==> config.mk <==
export PLATFORM = sky130hd
export DESIGN_NAME = ump_queue
export DESIGN_NICKNAME = d
export VERILOG_FILES = /design/src/rtl/ump_pkg.sv /design/src/rtl/ump_queue.sv
export SDC_FILE = /design/constraint.sdc
export NUM_CORES = 1
export LEC_CHECK = 0
export BUFFER_PORTS_ARGS = -buffer_cell sky130_fd_sc_hd__buf_2
export CAP_MARGIN = 20
export CORE_MARGIN = 5
export CORE_UTILIZATION = 50
export CTS_CLUSTER_DIAMETER = 40
export DETAILED_ROUTE_END_ITERATION = 10
export PLACE_DENSITY = 0.71
export SETUP_SLACK_MARGIN = 0.3
export SLEW_MARGIN = 10
export SYNTH_ARGS = -nofsm -noshare
export SYNTH_HDL_FRONTEND = slang
export SYNTH_SLANG_ARGS = --single-unit
export TNS_END_PERCENT = 20
==> constraint.sdc <==
create_clock -name clk -period 2.34 [get_ports clk]
set_input_delay 0.468 -clock clk [delete_from_list [all_inputs] [get_ports clk]]
set_output_delay 0.468 -clock clk [all_outputs]
set_load 0.05 [all_outputs]
==> src/rtl/ump_pkg.sv <==
// ----------------------------------------------------------------------------
// ump_pkg: shared types and constants of the unsharp mask filter
// payload structs, effective configuration, job record, back end states and
// the gaussian tap table
// ----------------------------------------------------------------------------
package ump_pkg;

  localparam int COL_W      = 12;
  localparam int ROW_W      = 13;
  localparam int DIM_W      = 13;
  localparam int KH_W       = 2;
  localparam int THR_W      = 11;
  localparam int GAIN_W     = 12;
  localparam int CFG_IDX_W  = 3;
  localparam int CFG_DATA_W = 13;

  localparam logic [CFG_IDX_W-1:0] REG_IMAGE_WIDTH  = 3'd0;
  localparam logic [CFG_IDX_W-1:0] REG_IMAGE_HEIGHT = 3'd1;
  localparam logic [CFG_IDX_W-1:0] REG_KERNEL_HALF  = 3'd2;
  localparam logic [CFG_IDX_W-1:0] REG_THRESHOLD    = 3'd3;
  localparam logic [CFG_IDX_W-1:0] REG_GAIN         = 3'd4;

  typedef struct packed {
    logic [7:0] pixel;
    logic       flush;
  } in_item_t;

  typedef struct packed {
    logic [7:0] out_pixel;
    logic       end_of_frame;
  } out_item_t;

  typedef struct packed {
    logic [DIM_W-1:0]        width;
    logic [DIM_W-1:0]        height;
    logic [KH_W-1:0]         half;
    logic signed [THR_W-1:0] threshold;
    logic [GAIN_W-1:0]       gain;
  } cfg_eff_t;

  typedef struct packed {
    logic [7:0]       pixel;
    logic [COL_W-1:0] col;
    logic             due;
    logic             border;
    logic             eof;
  } job_t;

  typedef struct packed {
    logic       full;
    logic       empty;
    logic [2:0] count;
  } q_stat_t;

  typedef struct packed {
    logic pos_zero;
  } front_stat_t;

  typedef enum logic [2:0] {
    BK_IDLE,
    BK_LOAD,
    BK_SHIFT,
    BK_MAC,
    BK_MACEND,
    BK_SCALE,
    BK_RESULT
  } back_state_t;

  // q0.16 taps of a sigma 1 gaussian, rows sum to 65536
  function automatic logic [15:0] tap(input logic [KH_W-1:0] half,
                                      input logic [KH_W-1:0] d);
    logic [15:0] t;
    t = 16'd0;
    if (half == 2'd3) begin
      case (d)
        2'd0:    t = 16'd26152;
        2'd1:    t = 16'd15862;
        2'd2:    t = 16'd3539;
        default: t = 16'd291;
      endcase
    end else begin
      case (d)
        2'd0:    t = 16'd26386;
        2'd1:    t = 16'd16004;
        2'd2:    t = 16'd3571;
        default: t = 16'd0;
      endcase
    end
    return t;
  endfunction

endpackage

==> src/rtl/ump_queue.sv <==
// ----------------------------------------------------------------------------
// ump_queue: four entry job queue
// decouples classification from the filter datapath
// ----------------------------------------------------------------------------
module ump_queue (
  input  logic              clk,
  input  logic              rst_n,
  input  logic              push,
  input  ump_pkg::job_t     din,
  input  logic              pop,
  output ump_pkg::job_t     dout,
  output ump_pkg::q_stat_t  stat
);
  import ump_pkg::*;

  localparam int DEPTH = 4;

  job_t       mem_r [DEPTH];
  logic [1:0] wr_ptr_r, wr_ptr_nxt, rd_ptr_r, rd_ptr_nxt;
  logic [2:0] count_r, count_nxt;

  always_comb begin
    wr_ptr_nxt = push ? wr_ptr_r + 1'b1 : wr_ptr_r;
    rd_ptr_nxt = pop ? rd_ptr_r + 1'b1 : rd_ptr_r;
    count_nxt  = count_r + 3'(push) - 3'(pop);
  end

  always_ff @(posedge clk) begin
    if (!rst_n) begin
      wr_ptr_r <= '0;
      rd_ptr_r <= '0;
      count_r  <= '0;
    end else begin
      wr_ptr_r <= wr_ptr_nxt;
      rd_ptr_r <= rd_ptr_nxt;
      count_r  <= count_nxt;
    end
  end

  always_ff @(posedge clk) begin
    if (push) mem_r[wr_ptr_r] <= din;
  end

  assign dout       = mem_r[rd_ptr_r];
  assign stat.full  = count_r == 3'(DEPTH);
  assign stat.empty = count_r == 3'd0;
  assign stat.count = count_r;

endmodule

== Word level (Yosys, flattened, before mapping) ==
Memory sizes are Yosys's and may differ from the RTL's. A register that Yosys moved wholly into a read port is not among the register bits.
Cells that the tools add are included.

* Register bits after elaboration: 7
* Latch bits: 0
* RAM bits: 92
* Bits in read-only memories: 0
* Input port bits: 27
* Output and inout bits: 28
* Word-level logic and storage cells: 14
* Memories kept: 1

* Add/sub/neg operators: 4
* $mul: 0
* Div/mod/pow operators: 0
* $lt $le $gt $ge: 0
* Eq/ne operators: 1
* Shifts and indexed selects: 0
* Multiplexer cells: 4
* Bitwise operators: 0
* Reductions and logical operators: 1

{| class="wikitable"
|+ Memory list
! memory !! words !! width !! read ports !! clocked after Yosys merged registers in !! wr ports !! RTL line !! RTL
|-
| mem_r || 4 || 23 || 1 || 1 || 1 || ump_queue.sv:18 || <nowiki>job_t mem_r [DEPTH];</nowiki>
|}

{| class="wikitable"
|+ Operator list
! cell !! count
|-
| $add A2 B1 Y2 const B || 2
|-
| $mux W2 || 2
|-
| $add A3 B1 Y3 || 1
|-
| $eq A3 B3 Y1 const B || 1
|-
| $logic_not A3 Y1 || 1
|-
| $sub A3 B1 Y3 || 1
|-
| $mux W1 || 2
|}

== Longest topological paths before layout ==
Gate-level depths: netlist of run 1.

* Depth after elaboration: 3
* Mapped depth: 7
* Gate-level depth less buffers: 7

== Worst setup path after synthesis of run 1 ==
Ideal clock, no wire load.

* Kind: reg2out
* Start: reg count_r[1]
* End: out stat[3] in the netlist's numbering
* Data arrival time: 1.658 ns
* Data required time: 1.872 ns
* Setup slack: 0.214 ns
* Stages on the path, launching flop included: 2
* Buffers on the path: 0
* Cell sequence: dfxtp_1 > nor3_1

{| class="wikitable"
|+ RTL lines
! what !! RTL line !! RTL
|-
| start, declared || ump_queue.sv:20 || <nowiki>logic [2:0] count_r, count_nxt;</nowiki>
|-
| start signal, assigned || ump_queue.sv:36 || <nowiki>count_r <= count_nxt;</nowiki>
|-
| end, declared || ump_queue.sv:12 || <nowiki>output ump_pkg::q_stat_t stat</nowiki>
|}

==> results.sh, run 1 <==
export IMPL_status="complete, no violations"
export IMPL_route_detailed_drc=0
export IMPL_cp_start_kind="flop"
export IMPL_n_antenna_cell=0
export IMPL_synthTopCellsByCount="edfxtp_1 (92), mux4_2 (20), dfxtp_1 (9)"
export IMPL_cp_required_ns=1.87
export IMPL_tightest_slew_ns=0.447
export IMPL_synth_top_area_share_pct=72.8
export IMPL_routedWlPerCell_um=19.1
export IMPL_max_stage_delay_ns=0.52
export IMPL_p_leak_nw=1.65
export IMPL_synth_cell_type_count=20
export IMPL_slew_headroom_pct=70.2
export IMPL_design_area_um2=4630
export IMPL_root_buffer="clkbuf_8"
export IMPL_async_flop_share_pct=0
export IMPL_post_route_util_pct=63.2
export IMPL_period_share_pct=91.9
export IMPL_vias=1779
export IMPL_holdWs_ns=0.314
export IMPL_drt_iter0_drc=93
export IMPL_avgViaCountPerCell=5.16
export IMPL_htreeDepth=3
export IMPL_netlist_area_um2=3800
export IMPL_antenna_found_initial=0
export IMPL_finalHoldViolCount=0
export IMPL_setup_viol=0
export IMPL_gp_congestion=0.664
export IMPL_die_h_um=97.1
export IMPL_synth_top_cell_by_area="edfxtp_1"
export IMPL_timing_fmax_ghz=0.465
export IMPL_final_min_clock_period_ns=2.15
export IMPL_peakVddDrop_mv=0.628
export IMPL_route_antenna_remaining_nets=0
export IMPL_cts_sinks=101
export IMPL_setup_tns_ns=0
export IMPL_arrival_ns=1.68
export IMPL_overflow=0
export IMPL_syn_inst=163
export IMPL_initial_core_util_pct=51.8
export IMPL_drive_gt1_share_pct=45.9
export IMPL_die_w_um=97.1
export IMPL_synthFlopType="edfxtp_1"
export IMPL_grt_max_degree=24
export IMPL_holdCritPathClass="in -> reg"
export IMPL_worst_slack_ns=0.190
export IMPL_cts_made_buffers=9
export IMPL_rsz0062_at_grt="true"
export IMPL_worstPathCellList="buf_12 -> clkbuf_16 -> mux4_2 -> buf_6"
export IMPL_maxCapViolations=0
export IMPL_rows=31
export IMPL_drt_wl_total_um=6600
export IMPL_ios=55
export IMPL_syn_area_per_cell_um2=23.3
export IMPL_pre_cts_ws_ns=0.350
export IMPL_grt_pass1_vias=1936
export IMPL_synth_edff_count=92
export IMPL_cts_tree="done"
export IMPL_crit_buf_inv=3
export IMPL_critPathKind="reg -> out"
export IMPL_drt_first_pass_iters=4
export IMPL_maxSlewViolCount=0
export IMPL_grt_pass1_wl_um=10500
export IMPL_end_kind="output port"
export IMPL_yosys_top_cells_area="edfxtp_1 (73%), mux4_2 (12%), dfxtp_1 (4.7%), mux4_1 (2.1%), ha_1 (2.0%)"
export IMPL_fin_nets=275
export IMPL_core_um2=7330
export IMPL_clk_latency_ns=0.37
export IMPL_clkTransAtPathRegs_ns=0.10
export IMPL_synth_fp_nets=197
export IMPL_synth_seq_area_share_pct=77.5
export IMPL_area_delta_synth_final_pct=22.1
export IMPL_place_area_um2=4250
export IMPL_critPathTopFamily="multiplexers"
export IMPL_ys_ff_latch=101
export IMPL_fill_cells=496
export IMPL_io_buffers=54
export IMPL_synth_most_common_cell="edfxtp_1"
export IMPL_hpwlAfterDp_um=4350
export IMPL_skew_ns=0.0145
export IMPL_cpMaxStageDelayCell="mux4_2"
export IMPL_clock_path_buffers=2
export IMPL_yosysWarningCount=0
export IMPL_cp_max_fo=4
export IMPL_powerDensity_nw_per_um2=873
export IMPL_fp_dieArea_um2=9440
export IMPL_grt_usage_pct=14.7
worst register-to-register path: stages, from the launching register on:
cell,delay [ns]
dfxtp_1,0.38
inv_1,0.07
ha_1,0.27
inv_1,0.04
ha_1,0.18
fa_1,0.36
xor3_1,0.37
nor2_1,0.04
power by group:
part	switching, mW	internal, mW	total (mW)	leakage [nW]
Combinational	0.514	0.327	0.841	0.634
Sequential	0.0432	2.07	2.11	0.920
Clock	0.593	0.500	1.09	0.0981
Total	1.15	2.90	4.05	1.65
stage by stage:
| stage | power, mW | instances |
|---|---|---|
| 4_1_cts | 4.08 | 344 |
| 5_1_grt | 4.22 | 345 |
| 2_1_floorplan | 2.71 | 163 |
| 6_report | 4.05 | 345 |
| 3_5_place_dp | 2.91 | 323 |
| 3_3_place_gp | 2.89 | 323 |
final timing paths:
| kind | depth (start not counted) | slack [ns] | startpoint | to |
|---|---|---|---|---|
| setup / recovery | 4 | 0.19 | flop | dout[11] |
| hold / removal | 1 | 0.31 | din[14] | mem_r[3][14] |
| setup reg to reg | 7 | 0.52 | count_r[0] | count_r[2] |
| hold reg to reg | 2 | 0.55 | rd_ptr_r[1] | rd_ptr_r[1] |
routing by layer:
metal	GRT usage (%)	wire [µm]	up-vias
met3	4.95	331	8
met2	23.4	3320	44
met5	0	0	-
met1	19.0	2850	912
met4	5.51	97	0
li1	-	-	815
cell families (layout without fill, tap and decap cells):
family	Yosys count	after routing	synth area share, %
AO/OA/AOI/OAI	2	2	0.395
XOR/XNOR	3	3	1.09
adder cells (fa/ha/maj)	7	7	2.50
buffers and inverters	12	95	2.31
flip-flops	101	101	77.5
multiplexers	24	24	14.2
AND/OR/NAND/NOR	14	14	1.98
state kept, by name, summed over array words and instances, names as in the netlist, named ones only:
signal and count:
count_r 3, mem_r 92, rd_ptr_r 2, wr_ptr_r 2
cells in the final DEF (no fill, tap or decap):
cell / n
dfxtp_1: 8
xor3_1: 1
dfxtp_4: 1
clkinv_1: 1
mux2i_1: 1
mux4_2: 23
nor2_1: 5
buf_8: 1
clkbuf_8: 9
and3_1: 1
inv_6: 3
bufinv_16: 1
a21oi_1: 1
ha_1: 6
clkinv_2: 1
buf_4: 16
buf_6: 17
buf_2: 34
a21bo_2: 1
nor3_2: 1
and2_1: 6
xnor2_1: 2
clkinvlp_4: 1
nand3b_1: 1
edfxtp_1: 92
buf_12: 3
fa_1: 1
clkbuf_16: 1
inv_1: 7
layout make-up:
cell class	count	area (µm²)	area share (%)
sequential	101	2950	63.6
multi-input combinational	50	759	16.4
inverter	7	26.3	0.567
timing repair buffer	72	582	12.6
clock inverter	7	72.6	1.57
clock buffer	9	124	2.67
tap	99	124	2.67
repair_timing:
item	in CTS	in global routing
gates cloned	0	1
hold endpoints to repair	0	0
setup endpoints to repair	23	23
buffers inserted	5	0
hold buffers	0	0
resized for setup	42	2
No activity file was read; power rests on OpenSTA's default activity.
==> run 2: changes to the inputs <==
Settings changed: ABC_AREA from default to 1, RECOVER_POWER from default to 25.
==> run 2 against run 1 <==
Effect of this change:
- sequential share of layout area decreased by 2.0 points
- critical path depth is the same
- total power decreased by 3.7%
- critical path type unchanged
==> results.sh, run 2 <==
export IMPL_grt_max_degree=45
export IMPL_grt_use_met2_pct=23.5
export IMPL_yosys_top_cells_area="edfxtp_1 (66%), inv_1 (5.4%), nand2_1 (5.0%), dfxtp_1 (4.3%), a21oi_2 (4.2%)"
export IMPL_critPathKind="reg -> out"
export IMPL_largest_reg_flops=92
export IMPL_slew_headroom_pct=78.8
export IMPL_mostFrequentLayoutCells="edfxtp_1 (92), inv_1 (60), nand2_1 (56)"
export IMPL_finalHoldViolCount=0
export IMPL_grt_pass1_vias=2417
export IMPL_final_min_clock_period_ns=1.97
export IMPL_avgViaCountPerCell=4.90
export IMPL_synth_top_cell_by_area="edfxtp_1"
export IMPL_area_delta_synth_final_pct=14.7
export IMPL_top_register="mem_r"
export IMPL_initial_core_util_pct=51.1
export IMPL_synth_seq_area_share_pct=70.4
export IMPL_r2r_slack_ns=0.71
export IMPL_route_detailed_drc=0
export IMPL_busiest_layer="met2"
export IMPL_swShare_pct=29.6
export IMPL_routedWlPerCell_um=14.0
export IMPL_root_buffer="clkbuf_8"
export IMPL_clock_path_buffers=2
export IMPL_peakVddDrop_mv=0.695
export IMPL_ys_ff_latch=101
export IMPL_vias=2456
export IMPL_n_antenna_cell=0
export IMPL_overflow=0
export IMPL_setup_viol=0
export IMPL_yosysWarningCount=0
export IMPL_cp_start_kind="flop"
export IMPL_final_common_cell="edfxtp_1"
export IMPL_ios=55
export IMPL_grt_usage_pct=14.2
export IMPL_timing_fmax_ghz=0.507
export IMPL_power_switching_mw=1.15
export IMPL_powerDensity_nw_per_um2=813
export IMPL_drt_wl_total_um=7000
export IMPL_cp_required_ns=1.87
export IMPL_synth_most_common_cell="edfxtp_1"
export IMPL_htreeDepth=3
export IMPL_fin_nets=425
export IMPL_cts_sinks=101
export IMPL_period_share_pct=84.2
export IMPL_synth_top_area_share_pct=66.1
export IMPL_reg_largest_list="mem_r (92), count_r (3)"
export IMPL_core_um2=8180
export IMPL_tightest_slew_ns=0.318
export IMPL_synthFlopType="edfxtp_1"
export IMPL_globalRouteMet1Util_pct=17.7
export IMPL_netlist_area_um2=4180
export IMPL_power_frac_comb_pct=18.7
export IMPL_setup_tns_ns=0
export IMPL_io_buffers=54
export IMPL_postCtsHoldBufs=0
export IMPL_synth_fp_nets=358
export IMPL_power_frac_seq_pct=53.8
export IMPL_p_leak_nw=1.92
export IMPL_die_w_um=101
export IMPL_skew_ns=0.00827
export IMPL_syn_inst=324
export IMPL_synth_cell_type_count=19
export IMPL_holdCritPathClass="in -> reg"
export IMPL_antenna_found_initial=0
export IMPL_cts_tree="done"
export IMPL_gp_congestion=0.729
export IMPL_synthTopCellsByCount="edfxtp_1 (92), inv_1 (60), nand2_1 (56)"
export IMPL_maxCapViolations=0
export IMPL_rsz0062_at_grt="true"
export IMPL_grt_use_met3_pct=3.44
export IMPL_cts_made_buffers=9
export IMPL_drt_first_pass_iters=4
export IMPL_async_flop_share_pct=0
export IMPL_end_kind="output port"
export IMPL_grt_pass1_wl_um=11200
export IMPL_route_antenna_remaining_nets=0
export IMPL_fp_dieArea_um2=10300
export IMPL_hpwlAfterDp_um=4470
export IMPL_p_total_mw=3.90
export IMPL_clk_latency_ns=0.34
export IMPL_synth_edff_count=92
export IMPL_drive_gt1_share_pct=24.5
export IMPL_p_int_mw=2.75
export IMPL_status="complete, no violations"
export IMPL_die_h_um=101
export IMPL_syn_area_per_cell_um2=12.9
export IMPL_clkTransAtPathRegs_ns=0.09
export IMPL_rows=33
export IMPL_pwr_share_clk_pct=27.5
export IMPL_maxSlewViolCount=0
export IMPL_drt_iter0_drc=117
export IMPL_cp_max_fo=24
export IMPL_arrival_ns=1.50
## run 2: cell types whose count changed after synthesis, moves of 3 or more
cell / delta
a21oi_1: +8
a21oi_2: +20
and2_1: -6
buf_2: +3
buf_6: +6
inv_1: +53
mux4_1: -3
mux4_2: -20
nand2_1: +56
nor2_1: -3
o211ai_1: +21
o21ai_1: +27
## run 2: worst paths after layout
path               startpoint           to  cells past startpoint
setup / recovery         flop     dout[14]                      4
hold / removal         din[7]  mem_r[1][7]                      1
setup reg to reg   count_r[0]   count_r[2]                      9
hold reg to reg   rd_ptr_r[1]         flop                      2
## run 2: cell families after synthesis
logic type                 count (synthesis)  synth area share, %
AOI/OAI and AO/OA                         79                 12.9
and+or+nand+nor                           60                 5.45
adders and majority gates                  7                 2.28
buffers and inverters                     77                 8.96
DFF                                      101                 70.4
## run 2: what timing repair did
action | in CTS | in global routing
gates resized for setup | 3 | 0
cloned | 0 | 1
endpoints found under the setup margin | 17 | 23
buffers inserted | 1 | 3
## run 2: routing by layer
metal  vias to the layer above  part of all wire [%]
met1                      1161                    45
met3                         4                   5.0
li1                       1238                     -
met5                         -                     0
met2                        53                    50
met4                         0                  0.73
## run 2: per-stage QoR
step	setup WS, ns	utilization (%)	hold WS, ns	area [µm²]	std cells
2_1_floorplan	0.434	-	0.441	4180	324
3_3_place_gp	0.542	55.7	0.463	4550	480
3_5_place_dp	0.515	55.7	0.477	4550	480
4_1_cts	0.286	58.3	0.315	4760	497
5_1_grt	0.276	58.6	0.337	4790	501
6_report	0.369	58.6	0.339	4790	501
## run 2: final cells by class
| type | instances | area, µm² |
|---|---|---|
| fill | 670 | 3380 |
| sequential | 101 | 2950 |
| multi-input combinational | 146 | 866 |
| timing repair buffer | 71 | 417 |
| inverter | 62 | 233 |
| tap | 105 | 131 |
| clock buffer | 9 | 124 |
| clock inverter | 7 | 72.6 |
## run 2: power by group through the flow
| stage | Combinational, mW | Sequential, mW | Clock, mW |
|---|---|---|---|
| 2_1_floorplan | 0.511 | 2.18 | 0 |
| 6_report | 0.729 | 2.10 | 1.07 |
| 4_1_cts | 0.726 | 2.10 | 1.09 |
| 3_5_place_dp | 0.714 | 2.14 | 0 |
| 3_3_place_gp | 0.701 | 2.14 | 0 |
| 5_1_grt | 0.794 | 2.11 | 1.16 |
## run 2: critical path: stages, from the launching register on
cell and delay [ns]:
dfxtp_2 0.33, buf_4 0.30, o211ai_1 0.14, nand2_1 0.12, buf_2 0.27
