File: config.mk
export PLATFORM = sky130hd
export DESIGN_NAME = ump_front
export DESIGN_NICKNAME = d
export VERILOG_FILES = /design/src/rtl/ump_pkg.sv /design/src/rtl/ump_front.sv
export SDC_FILE = /design/constraint.sdc
export NUM_CORES = 1
export LEC_CHECK = 0
export BUFFER_PORTS_ARGS = -buffer_cell sky130_fd_sc_hd__buf_2
export CELL_PAD_IN_SITES_DETAIL_PLACEMENT = 1
export CELL_PAD_IN_SITES_GLOBAL_PLACEMENT = 1
export CORE_AREA = 2 2 109 191
export DETAILED_ROUTE_END_ITERATION = 7
export DIE_AREA = 0 0 111 193
export PLACE_DENSITY_LB_ADDON = 0.1
export SLEW_MARGIN = 20
export SYNTH_ARGS = -nofsm -noshare
export SYNTH_HDL_FRONTEND = slang
export SYNTH_SLANG_ARGS = --single-unit
export TNS_END_PERCENT = 10
File: constraint.sdc
create_clock -name clk -period 5.7 [get_ports clk]
set_input_delay 0.285 -clock clk [delete_from_list [all_inputs] [get_ports clk]]
set_output_delay 0.285 -clock clk [all_outputs]
set_load 0.05 [all_outputs]
File: src/rtl/ump_pkg.sv
// ----------------------------------------------------------------------------
// ump_pkg: shared types and constants of the unsharp mask filter
// payload structs, effective configuration, job record, back end states and
// the gaussian tap table
// ----------------------------------------------------------------------------
package ump_pkg;

  localparam int COL_W      = 12;
  localparam int ROW_W      = 13;
  localparam int DIM_W      = 13;
  localparam int KH_W       = 2;
  localparam int THR_W      = 11;
  localparam int GAIN_W     = 12;
  localparam int CFG_IDX_W  = 3;
  localparam int CFG_DATA_W = 13;

  localparam logic [CFG_IDX_W-1:0] REG_IMAGE_WIDTH  = 3'd0;
  localparam logic [CFG_IDX_W-1:0] REG_IMAGE_HEIGHT = 3'd1;
  localparam logic [CFG_IDX_W-1:0] REG_KERNEL_HALF  = 3'd2;
  localparam logic [CFG_IDX_W-1:0] REG_THRESHOLD    = 3'd3;
  localparam logic [CFG_IDX_W-1:0] REG_GAIN         = 3'd4;

  typedef struct packed {
    logic [7:0] pixel;
    logic       flush;
  } in_item_t;

  typedef struct packed {
    logic [7:0] out_pixel;
    logic       end_of_frame;
  } out_item_t;

  typedef struct packed {
    logic [DIM_W-1:0]        width;
    logic [DIM_W-1:0]        height;
    logic [KH_W-1:0]         half;
    logic signed [THR_W-1:0] threshold;
    logic [GAIN_W-1:0]       gain;
  } cfg_eff_t;

  typedef struct packed {
    logic [7:0]       pixel;
    logic [COL_W-1:0] col;
    logic             due;
    logic             border;
    logic             eof;
  } job_t;

  typedef struct packed {
    logic       full;
    logic       empty;
    logic [2:0] count;
  } q_stat_t;

  typedef struct packed {
    logic pos_zero;
  } front_stat_t;

  typedef enum logic [2:0] {
    BK_IDLE,
    BK_LOAD,
    BK_SHIFT,
    BK_MAC,
    BK_MACEND,
    BK_SCALE,
    BK_RESULT
  } back_state_t;

  // q0.16 taps of a sigma 1 gaussian, rows sum to 65536
  function automatic logic [15:0] tap(input logic [KH_W-1:0] half,
                                      input logic [KH_W-1:0] d);
    logic [15:0] t;
    t = 16'd0;
    if (half == 2'd3) begin
      case (d)
        2'd0:    t = 16'd26152;
        2'd1:    t = 16'd15862;
        2'd2:    t = 16'd3539;
        default: t = 16'd291;
      endcase
    end else begin
      case (d)
        2'd0:    t = 16'd26386;
        2'd1:    t = 16'd16004;
        2'd2:    t = 16'd3571;
        default: t = 16'd0;
      endcase
    end
    return t;
  endfunction

endpackage

File: src/rtl/ump_front.sv
// ----------------------------------------------------------------------------
// ump_front: position tracking and classification
// keeps input and output raster positions, drops flushes inside a frame and hands one
// job per kept transaction to the queue
// ----------------------------------------------------------------------------
module ump_front (
  input  logic                  clk,
  input  logic                  rst_n,
  input  ump_pkg::cfg_eff_t     cfg,
  input  logic                  in_valid,
  input  ump_pkg::in_item_t     in_data,
  output logic                  in_ready,
  input  logic                  q_full,
  output logic                  push,
  output ump_pkg::job_t         job,
  output ump_pkg::front_stat_t  stat
);
  import ump_pkg::*;

  logic [COL_W-1:0] in_col_r, in_col_nxt, out_col_r, out_col_nxt;
  logic [ROW_W-1:0] in_row_r, in_row_nxt, out_row_r, out_row_nxt;

  logic             accept, drop, live, due, border, eof;
  logic             wrap_in, wrap_out, wrap_in1, wrap_out1;
  logic [COL_W-1:0] ic, oc;
  logic [ROW_W-1:0] ir, orow, kr;
  logic [DIM_W-1:0] ic1, oc1;

  assign in_ready = !q_full;
  assign accept   = in_valid && !q_full;

  always_comb begin
    kr        = ROW_W'(cfg.half);
    wrap_in   = DIM_W'(in_col_r) >= cfg.width;
    ic        = wrap_in ? '0 : in_col_r;
    ir        = wrap_in ? in_row_r + 1'b1 : in_row_r;
    wrap_out  = DIM_W'(out_col_r) >= cfg.width;
    oc        = wrap_out ? '0 : out_col_r;
    orow      = wrap_out ? out_row_r + 1'b1 : out_row_r;
    live      = ir < cfg.height;
    drop      = live && in_data.flush;
    due       = (ir > kr) || ((ir == kr) && (ic >= COL_W'(cfg.half)));
    ic1       = DIM_W'(ic) + 1'b1;
    wrap_in1  = ic1 >= cfg.width;
    oc1       = DIM_W'(oc) + 1'b1;
    wrap_out1 = oc1 >= cfg.width;
    border    = !((orow >= kr) && ((ROW_W+1)'(orow) + (ROW_W+1)'(kr) < (ROW_W+1)'(cfg.height))
                && (oc >= COL_W'(cfg.half))
                && ((DIM_W+1)'(oc) + (DIM_W+1)'(cfg.half) < (DIM_W+1)'(cfg.width)));
    eof       = ((ROW_W+1)'(orow) + 1'b1 >= (ROW_W+1)'(cfg.height)) && (oc1 >= cfg.width);

    job.pixel  = live ? in_data.pixel : 8'd0;
    job.col    = ic;
    job.due    = due;
    job.border = border;
    job.eof    = eof;
    push       = accept && !drop;
  end

  always_comb begin
    in_col_nxt  = in_col_r;
    in_row_nxt  = in_row_r;
    out_col_nxt = out_col_r;
    out_row_nxt = out_row_r;
    if (accept) begin
      out_col_nxt = oc;
      out_row_nxt = orow;
      if (drop) begin
        in_col_nxt = ic;
        in_row_nxt = ir;
      end else begin
        in_col_nxt = wrap_in1 ? '0 : ic1[COL_W-1:0];
        in_row_nxt = wrap_in1 ? ir + 1'b1 : ir;
        if (due) begin
          if (eof) begin
            in_col_nxt  = '0;
            in_row_nxt  = '0;
            out_col_nxt = '0;
            out_row_nxt = '0;
          end else begin
            out_col_nxt = wrap_out1 ? '0 : oc1[COL_W-1:0];
            out_row_nxt = wrap_out1 ? orow + 1'b1 : orow;
          end
        end
      end
    end
  end

  always_ff @(posedge clk) begin
    if (!rst_n) begin
      in_col_r  <= '0;
      in_row_r  <= '0;
      out_col_r <= '0;
      out_row_r <= '0;
    end else begin
      in_col_r  <= in_col_nxt;
      in_row_r  <= in_row_nxt;
      out_col_r <= out_col_nxt;
      out_row_r <= out_row_nxt;
    end
  end

  assign stat.pos_zero = (in_col_r == '0) && (in_row_r == '0)
                      && (out_col_r == '0) && (out_row_r == '0);

endmodule

[After elaboration in Yosys (flattened, before gate mapping)]
Cells that the tools add are included.
Storage, ports and cells
  memories: 0
  logic and storage cells: 66
  memory bits (writable): 0
  memory bits (read-only): 0
  bits of input ports: 64
  output and inout port bits: 26
  register bits after elaboration: 50
  latch bits: 0
Operators by class
  magnitude comparators: 12
  reductions and logical operators: 19
  bitwise gates (word level): 0
  multiply operators: 0
  div/mod/pow operators: 0
  equal/unequal tests: 1
  shift-type cells: 0
  $add $sub $neg: 9
  muxes and demuxes: 21
Operators with widths (number)
  $mux W13: 10
  $mux W12: 10
  $add A13 B1 Y13 const B: 4
  $add A12 B1 Y13 const B: 2
  $ge A12 B13 Y1: 2
  $ge A13 B13 Y1: 2
  $logic_not A13 Y1: 2
  $lt A13 B13 Y1: 2
  $ge A12 B2 Y1: 2
  $logic_not A12 Y1: 2
  $add A13 B1 Y14 const B: 1
  $add A13 B2 Y14: 1
  $ge A14 B13 Y1: 1
  $lt A14 B13 Y1: 1
  $add A12 B2 Y13: 1
  $eq A13 B2 Y1: 1
  $ge A13 B2 Y1: 1
  $gt A13 B2 Y1: 1
  $logic_and A1 B1 Y1: 11
  $mux W8: 1
  $logic_not A1 Y1: 3
  $logic_or A1 B1 Y1: 1

[Logic depth before layout (Yosys ltp)]
Gate-level depths: netlist of run 1.
  depth in word-level cells: 8
  depth in mapped cells: 30
  mapped depth without buffers: 26

[Least setup slack after synthesis of run 1]
Ideal clock, no wire load.
  path type: input to register
  start point: in cfg[48] (netlist bit)
  end point: reg in_row_r[4]
  path slack: -0.177 ns
  setup time: 0.117 ns
  arrival time: 5.760 ns
  required time: 5.583 ns
  buffers on the path: 2
  stages: 23
  cell sequence: inv_1 -> ha_1 -> a211oi_2 -> nor3_2 -> a2111oi_4 -> inv_2 -> o21ai_2 -> clkbuf_1 -> and2_1 -> ha_1 -> nand3_1 -> nor2_1 -> and3_1 -> and3_1 -> xnor2_1 -> nor2_1 -> ha_1 -> nand2_1 -> o311ai_1 -> o21ai_1 -> clkbuf_1 -> or3_1 -> a32o_1
RTL lines
  start: declaration: line ump_front.sv:9  | input ump_pkg::cfg_eff_t cfg,
  end signal: assignment: line ump_front.sv:97  | in_row_r <= in_row_nxt;
  end: declaration: line ump_front.sv:21  | logic [ROW_W-1:0] in_row_r, in_row_nxt, out_row_r, out_row_nxt;

==> results of run 1 <==
## area by class of cell
class	count	share of cell area, %
Sequential cell	50	11.23
Multi-Input combinational cell	814	66.63
Clock buffer	6	1.556
Timing Repair Buffer	190	14.30
Clock inverter	2	0.1823
Tap cell	248	3.477
Inverter	61	2.622
## worst max-delay path, cell delays in order, from the launching register on
cell      delay (ns)
dfxtp_1         0.33
ha_1            0.29
nand4_1         0.18
nor3_2          0.09
o31a_4          0.38
or3_4           0.39
buf_4           0.16
nor2_1          0.08
nor2_1          0.07
buf_4           0.15
ha_1            0.17
inv_1           0.09
fa_2            0.44
inv_1           0.06
ha_1            0.22
a21o_1          0.16
a21o_1          0.17
a21o_1          0.17
a21o_1          0.18
a21o_1          0.18
a21o_1          0.17
a21oi_1         0.15
nor2_1          0.07
nor3_2          0.17
o211ai_1        0.20
buf_4           0.24
## per-layer routing
| layer | share of wire (%) | routed length [um] | vias up |
|---|---|---|---|
| li1 | - | - | 3820 |
| met1 | 38 | 11030 | 3740 |
| met2 | 53 | 15430 | 170 |
| met3 | 2.3 | 657 | 70 |
| met4 | 6.3 | 1834 | 0 |
| met5 | 0 | 0 | - |
## what timing repair did
item                                    in CTS  in global routing
pin swaps                                    0                  6
hold buffers                                 0                  0
resized for setup                            3                 24
endpoints found under the setup margin       2                 32
setup buffers                                0                  2
## cells in the final DEF (no fill, tap or decap), types with 47 or more instances in the layout
cell type  Yosys  routed
buf_4          4     124
ha_1         120     120
nor2_1        86      82
nand2_1       74      74
a21oi_1       68      68
buf_2          7      65
inv_1         57      57
o21ai_0       60      56
dfxtp_1       50      49
xnor2_1       47      47
## worst min path at each step
stage	from	cells past startpoint	slack [ns]	endpoint
5_1_grt	rst_n	3	0.46	out_row_r[12]
4_1_cts	rst_n	3	0.43	in_col_r[10]
3_5_place_dp	in_row_r[12]	1	0.56	in_row_r[12]
3_3_place_gp	in_row_r[12]	1	0.55	in_row_r[12]
6_report	rst_n	3	0.44	in_col_r[10]
2_1_floorplan	out_col_r[1]	2	0.49	out_col_r[1]
## flip-flops by register name (all words and copies together), names as in the netlist
name,cells
out_col_r,12
in_row_r,13
out_row_r,13
in_col_r,12
## cells by family after synthesis
logic type	after synthesis
buf+inv	108
compound gates	254
flops	50
simple gates	356
xor+xnor	80
fa+ha+maj	122
mux	2
## power by group
| group | switching [mW] | internal [mW] |
|---|---|---|
| clock network | 0.174 | 0.178 |
| logic | 0.209 | 0.128 |
| registers | 0.0134 | 0.357 |
## per-stage QoR
| step | util, % | hold slack [ns] | area [sq um] | setup WS, ns | instances |
|---|---|---|---|---|---|
| floorplan | - | 0.4872 | 7278 | -0.01221 | 972 |
| global placement | 43.39 | 0.5470 | 8653 | -0.07212 | 1361 |
| detailed placement | 43.43 | 0.5566 | 8662 | -0.05790 | 1361 |
| CTS | 44.26 | 0.4341 | 8826 | 0.007023 | 1369 |
| global route | 44.75 | 0.4616 | 8925 | 0.002635 | 1371 |
| finish | 44.75 | 0.4419 | 8925 | 0.1641 | 1371 |
==> flow_metrics.py, run 1 <==
metrics = {
    "sta": {
        "min_period_ns": 5.536,
        "drv_slew": 0,
        "slew_headroom_pct": 26.27,
        "timing.fmax_ghz": 0.1806,
        "worstMarginPinSlew_ns": 1.099,
        "setup_viol": 0,
        "fin_tns_setup_ns": 0,
        "post-route-period-util_pct": 97.12,
        "hold_violations": 0,
        "rsz0062_at_grt": "false",
        "fin_skew_ns": 0.01050,
    },
    "worst_setup_path": {
        "worstSetupPathType": "flop to output port",
        "crit_end": "job[1]",
        "r2r_slack_ns": 0.38,
        "crit_required_ns": 5.41,
        "end_kind": "output port",
        "rr_worst_depth": 21,
        "setup.worst_path.start": "out_col_r[8]",
        "crit_fanout": 6,
        "worstSetupStartpointType": "flop",
        "r2r_end": "out_col_r[4]",
        "r2r-start": "out_col_r[8]",
        "arrival_ns": 5.25,
    },
    "routing": {
        "drc_errors": 0,
        "dr.pass1.iters": 4,
        "num_vias": 7800,
        "wl_mm": 28.96,
        "drt-initial-drc-count": 217,
        "wire_per_inst_um": 21.12,
        "drtAntennaViolNets": 0,
        "avgViaCountPerCell": 5.689,
    },
    "cts": {
        "clock_latency_ns": 0.32,
        "h-tree-depth": 2,
        "cts_tree": "yes",
        "path_clk_slew_ns": 0.08,
        "cts_sinks": 50,
        "cts_root_buf": "clkbuf_16",
        "cts_max_path_buffers": 2,
        "cts_buffers": 5,
    },
    "status": {
        "status": "complete, no violations",
    },
    "yosys": {
        "synth-compound-area-share_pct": 23.70,
        "synth_xor_area_share_pct": 9.947,
        "avgSynthCellArea_sq_um": 7.480,
        "syn_inst": 972,
        "synth_top_cell_area_share_pct": 20.65,
        "yosysMostFrequentCell": "ha_1",
        "synth_cell_types": 82,
        "synth_nets": 1158,
        "synth-main-ff-cell": "dfxtp_1",
        "yosys.area.top_type": "ha_1",
        "ys_top_cells_by_area": "ha_1 (21%), dfxtp_1 (14%), xnor2_1 (5.7%), a21oi_1 (4.7%), nor2_1 (4.4%)",
        "synth_edf_count": 0,
        "netlist_area_sq_um": 7271,
        "ys_ff_latch": 50,
        "ys_async_sr_fraction_pct": 0,
        "synth_common_cells": "ha_1 (120), nor2_1 (86), nand2_1 (74)",
        "synth-warning-count": 0,
        "synthSimpleGateAreaFrac_pct": 25.04,
        "yosys-mux-area-fraction_pct": 0.2753,
        "synth_top_family_by_area": "simple AND/OR/NAND/NOR gates",
        "seq_area_frac_synth_pct": 13.77,
        "synthAdderAreaFrac_pct": 21.20,
    },
    "die": {
        "rows": 69,
        "die_area_sq_um": 21420,
        "die-width_um": 111,
        "fp.dieH_um": 193,
        "core_area_sq_um": 19940,
        "start_util_pct": 36.46,
        "io_pins": 90,
    },
    "final_layout": {
        "diodes": 0,
        "regArea_sq_um": 1002,
        "layout.nets": 1308,
        "layout-drive-gt1-share_pct": 22.26,
        "area_growth_pct": 22.75,
        "n_fill_cell": 2563,
        "multi_input_area_sq_um": 5947,
    },
    "power": {
        "ir_drop_mv": 0.1168,
        "leakage_nw": 4.239,
        "p_total_mw": 1.060,
        "power_density_nw_per_um2": 118.7,
    },
    "global_route": {
        "grt_max_degree": 39,
        "grt_pass1_wl_mm": 45.20,
        "antenna_found_initial": 0,
        "grt_use_total_pct": 27.16,
        "grt_pass1_vias": 8179,
        "grt_use_met3_pct": 1.938,
        "met1_usage_pct": 28.50,
        "grt_overflow_total": 0,
        "grt_busiest_layer": "met2",
        "grt_util_met2_pct": 53.02,
    },
    "placed_design": {
        "hpwlAfterDp_mm": 24.00,
        "portBuffers": 66,
        "place_congestion": 0.8616,
    },
    "job": {
        "cap_violations": 0,
    },
    "hold_path": {
        "hp-class": "input pin to flop",
    },
}
No activity file was read; power rests on OpenSTA's default activity.
==> run 2: changes to the inputs <==
- SETUP_SLACK_MARGIN: not set -> 0.4
==> flow_metrics.py, run 2 (synthesis gave the netlist of run 1 again) <==
metrics = {
    "final_layout": {
        "reg_top3": "in_row_r x13, out_row_r x13",
        "layout.nets": 1311,
        "instances_no_fill": 1374,
        "area_growth_pct": 25.02,
        "fin_area_sq_um": 9090,
        "final_core_util_pct": 45.58,
        "final_common_cell": "buf_4",
        "final_cell_mix": "buf_4 (122), ha_1 (117), nor2_1 (75)",
        "layout-drive-gt1-share_pct": 24.96,
        "diodes": 0,
    },
    "sta": {
        "post-route-period-util_pct": 93.88,
        "rsz0062_at_grt": "true",
        "drv_slew": 0,
        "fin_worst_hold_slack_ns": 0.4426,
        "fin_ws_ns": 0.3486,
        "slew_headroom_pct": 32.84,
        "hold_violations": 0,
        "min_period_ns": 5.351,
        "fin_skew_ns": 0.01696,
        "fin_tns_setup_ns": 0,
        "timing.fmax_ghz": 0.1869,
        "setup_viol": 0,
        "worstMarginPinSlew_ns": 1.001,
    },
    "cts": {
        "cts_root_buf": "clkbuf_16",
        "cts_max_path_buffers": 2,
        "cts_tree": "yes",
        "cts_buffers": 5,
        "cts_sinks": 50,
        "cts_hold_buf": 0,
        "clock_latency_ns": 0.32,
        "path_clk_slew_ns": 0.09,
        "h-tree-depth": 2,
    },
    "die": {
        "die_area_sq_um": 21420,
        "core_area_sq_um": 19940,
        "die-width_um": 111,
        "fp.dieH_um": 193,
        "rows": 69,
        "start_util_pct": 36.46,
        "io_pins": 90,
    },
    "placed_design": {
        "placed_cell_area_sq_um": 8602,
        "place_congestion": 0.8511,
        "dp_cells": 1351,
        "dp_slack_ns": -0.1809,
        "portBuffers": 66,
        "hpwlAfterDp_mm": 24.14,
    },
    "worst_setup_path": {
        "cp_slowest_cell": "fa_1",
        "r2r_slack_ns": 0.60,
        "path_common_cell": "a21o_1",
        "max_stage_delay_ns": 0.47,
        "r2r-start": "in_col_r[2]",
        "r2r_end": "in_row_r[12]",
        "end_kind": "output port",
        "rr_worst_depth": 23,
        "crit_required_ns": 5.41,
        "arrival_ns": 5.07,
        "crit_fanout": 4,
        "worstSetupPathType": "flop to output port",
        "worstSetupStartpointType": "flop",
    },
    "power": {
        "leakage_nw": 4.299,
        "power_density_nw_per_um2": 116.6,
        "ir_drop_mv": 0.1143,
        "p_total_mw": 1.060,
    },
    "global_route": {
        "grt_overflow_total": 0,
        "grt_max_degree": 32,
        "grt_pass1_vias": 8359,
        "antenna_found_initial": 0,
        "grt_pass1_wl_mm": 46.30,
        "grt_use_total_pct": 27.89,
    },
    "routing": {
        "avgViaCountPerCell": 5.703,
        "num_vias": 7836,
        "drtAntennaViolNets": 0,
        "dr.pass1.iters": 4,
        "wire_per_inst_um": 21.55,
        "drc_errors": 0,
        "wl_mm": 29.61,
        "drt-initial-drc-count": 236,
    },
    "hold_path": {
        "holdCritStartpoint": "rst_n",
        "hold_end": "in_col_r[10]",
        "min_path_cells": 3,
        "hp-class": "input pin to flop",
    },
    "status": {
        "status": "complete, no violations",
    },
    "job": {
        "cap_violations": 0,
    },
}
run 2: cell count changes in the layout (fill, tap and decap cells not counted), moves of 4 or more:
cell     previous run  this run
nor2_2              4        13
nor2_1             82        75
o21ai_0            56        51
o21ai_1             4         9
a21oi_1            68        64
buf_6               0         4
run 2: report_power, final:
part	internal [mW]	leakage, nW	total, mW	switching, mW
clock	0.164	0.0698	0.338	0.174
sequential	0.357	0.408	0.372	0.0148
combinational	0.134	3.82	0.351	0.216
total	0.655	4.30	1.06	0.405
run 2: final cells by class:
cell class                      instances  area [sq um]
Clock buffer                            5         125.1
Inverter                               61         237.7
Sequential cell                        50          1008
Clock inverter                          3         21.27
Timing Repair Buffer                  193          1326
Multi-Input combinational cell        814          6061
Fill cell                            2522         10850
Tap cell                              248         310.3
run 2: critical path, delay by kind of cell (launching register included):
| family | cells | cell delay, ns |
|---|---|---|
| DFF | 1 | 0.33 |
| adders and majority gates | 4 | 1.18 |
| AOI/OAI and AO/OA | 10 | 1.87 |
| buffers and inverters | 5 | 0.54 |
| and+or+nand+nor | 6 | 0.80 |
run 2: what timing repair did:
item,in CTS,in global routing
endpoints found under the setup margin,51,46
gates resized for setup,32,30
setup buffers,8,7
pin swaps,13,9
run 2: how the worst max path moves through the flow:
stage	from	to	depth (start not counted)
final	out_col_r[3]	job[1]	25
after global routing	out_col_r[3]	job[1]	25
after CTS	out_col_r[6]	job[1]	22
after detailed placement	out_col_r[7]	out_row_r[1]	23
after global placement	out_col_r[7]	out_row_r[1]	23
after floorplan	out_col_r[6]	out_row_r[10]	28
run 2: routing by layer:
metal	global-route usage (%)	routed length [um]	vias up	part of all wire [%]
li1	-	-	3841	-
met2	54.62	15900	160	54
met5	0	0	-	0
met3	1.719	761	68	2.6
met4	16.73	1826	0	6.2
met1	29.00	11120	3767	38
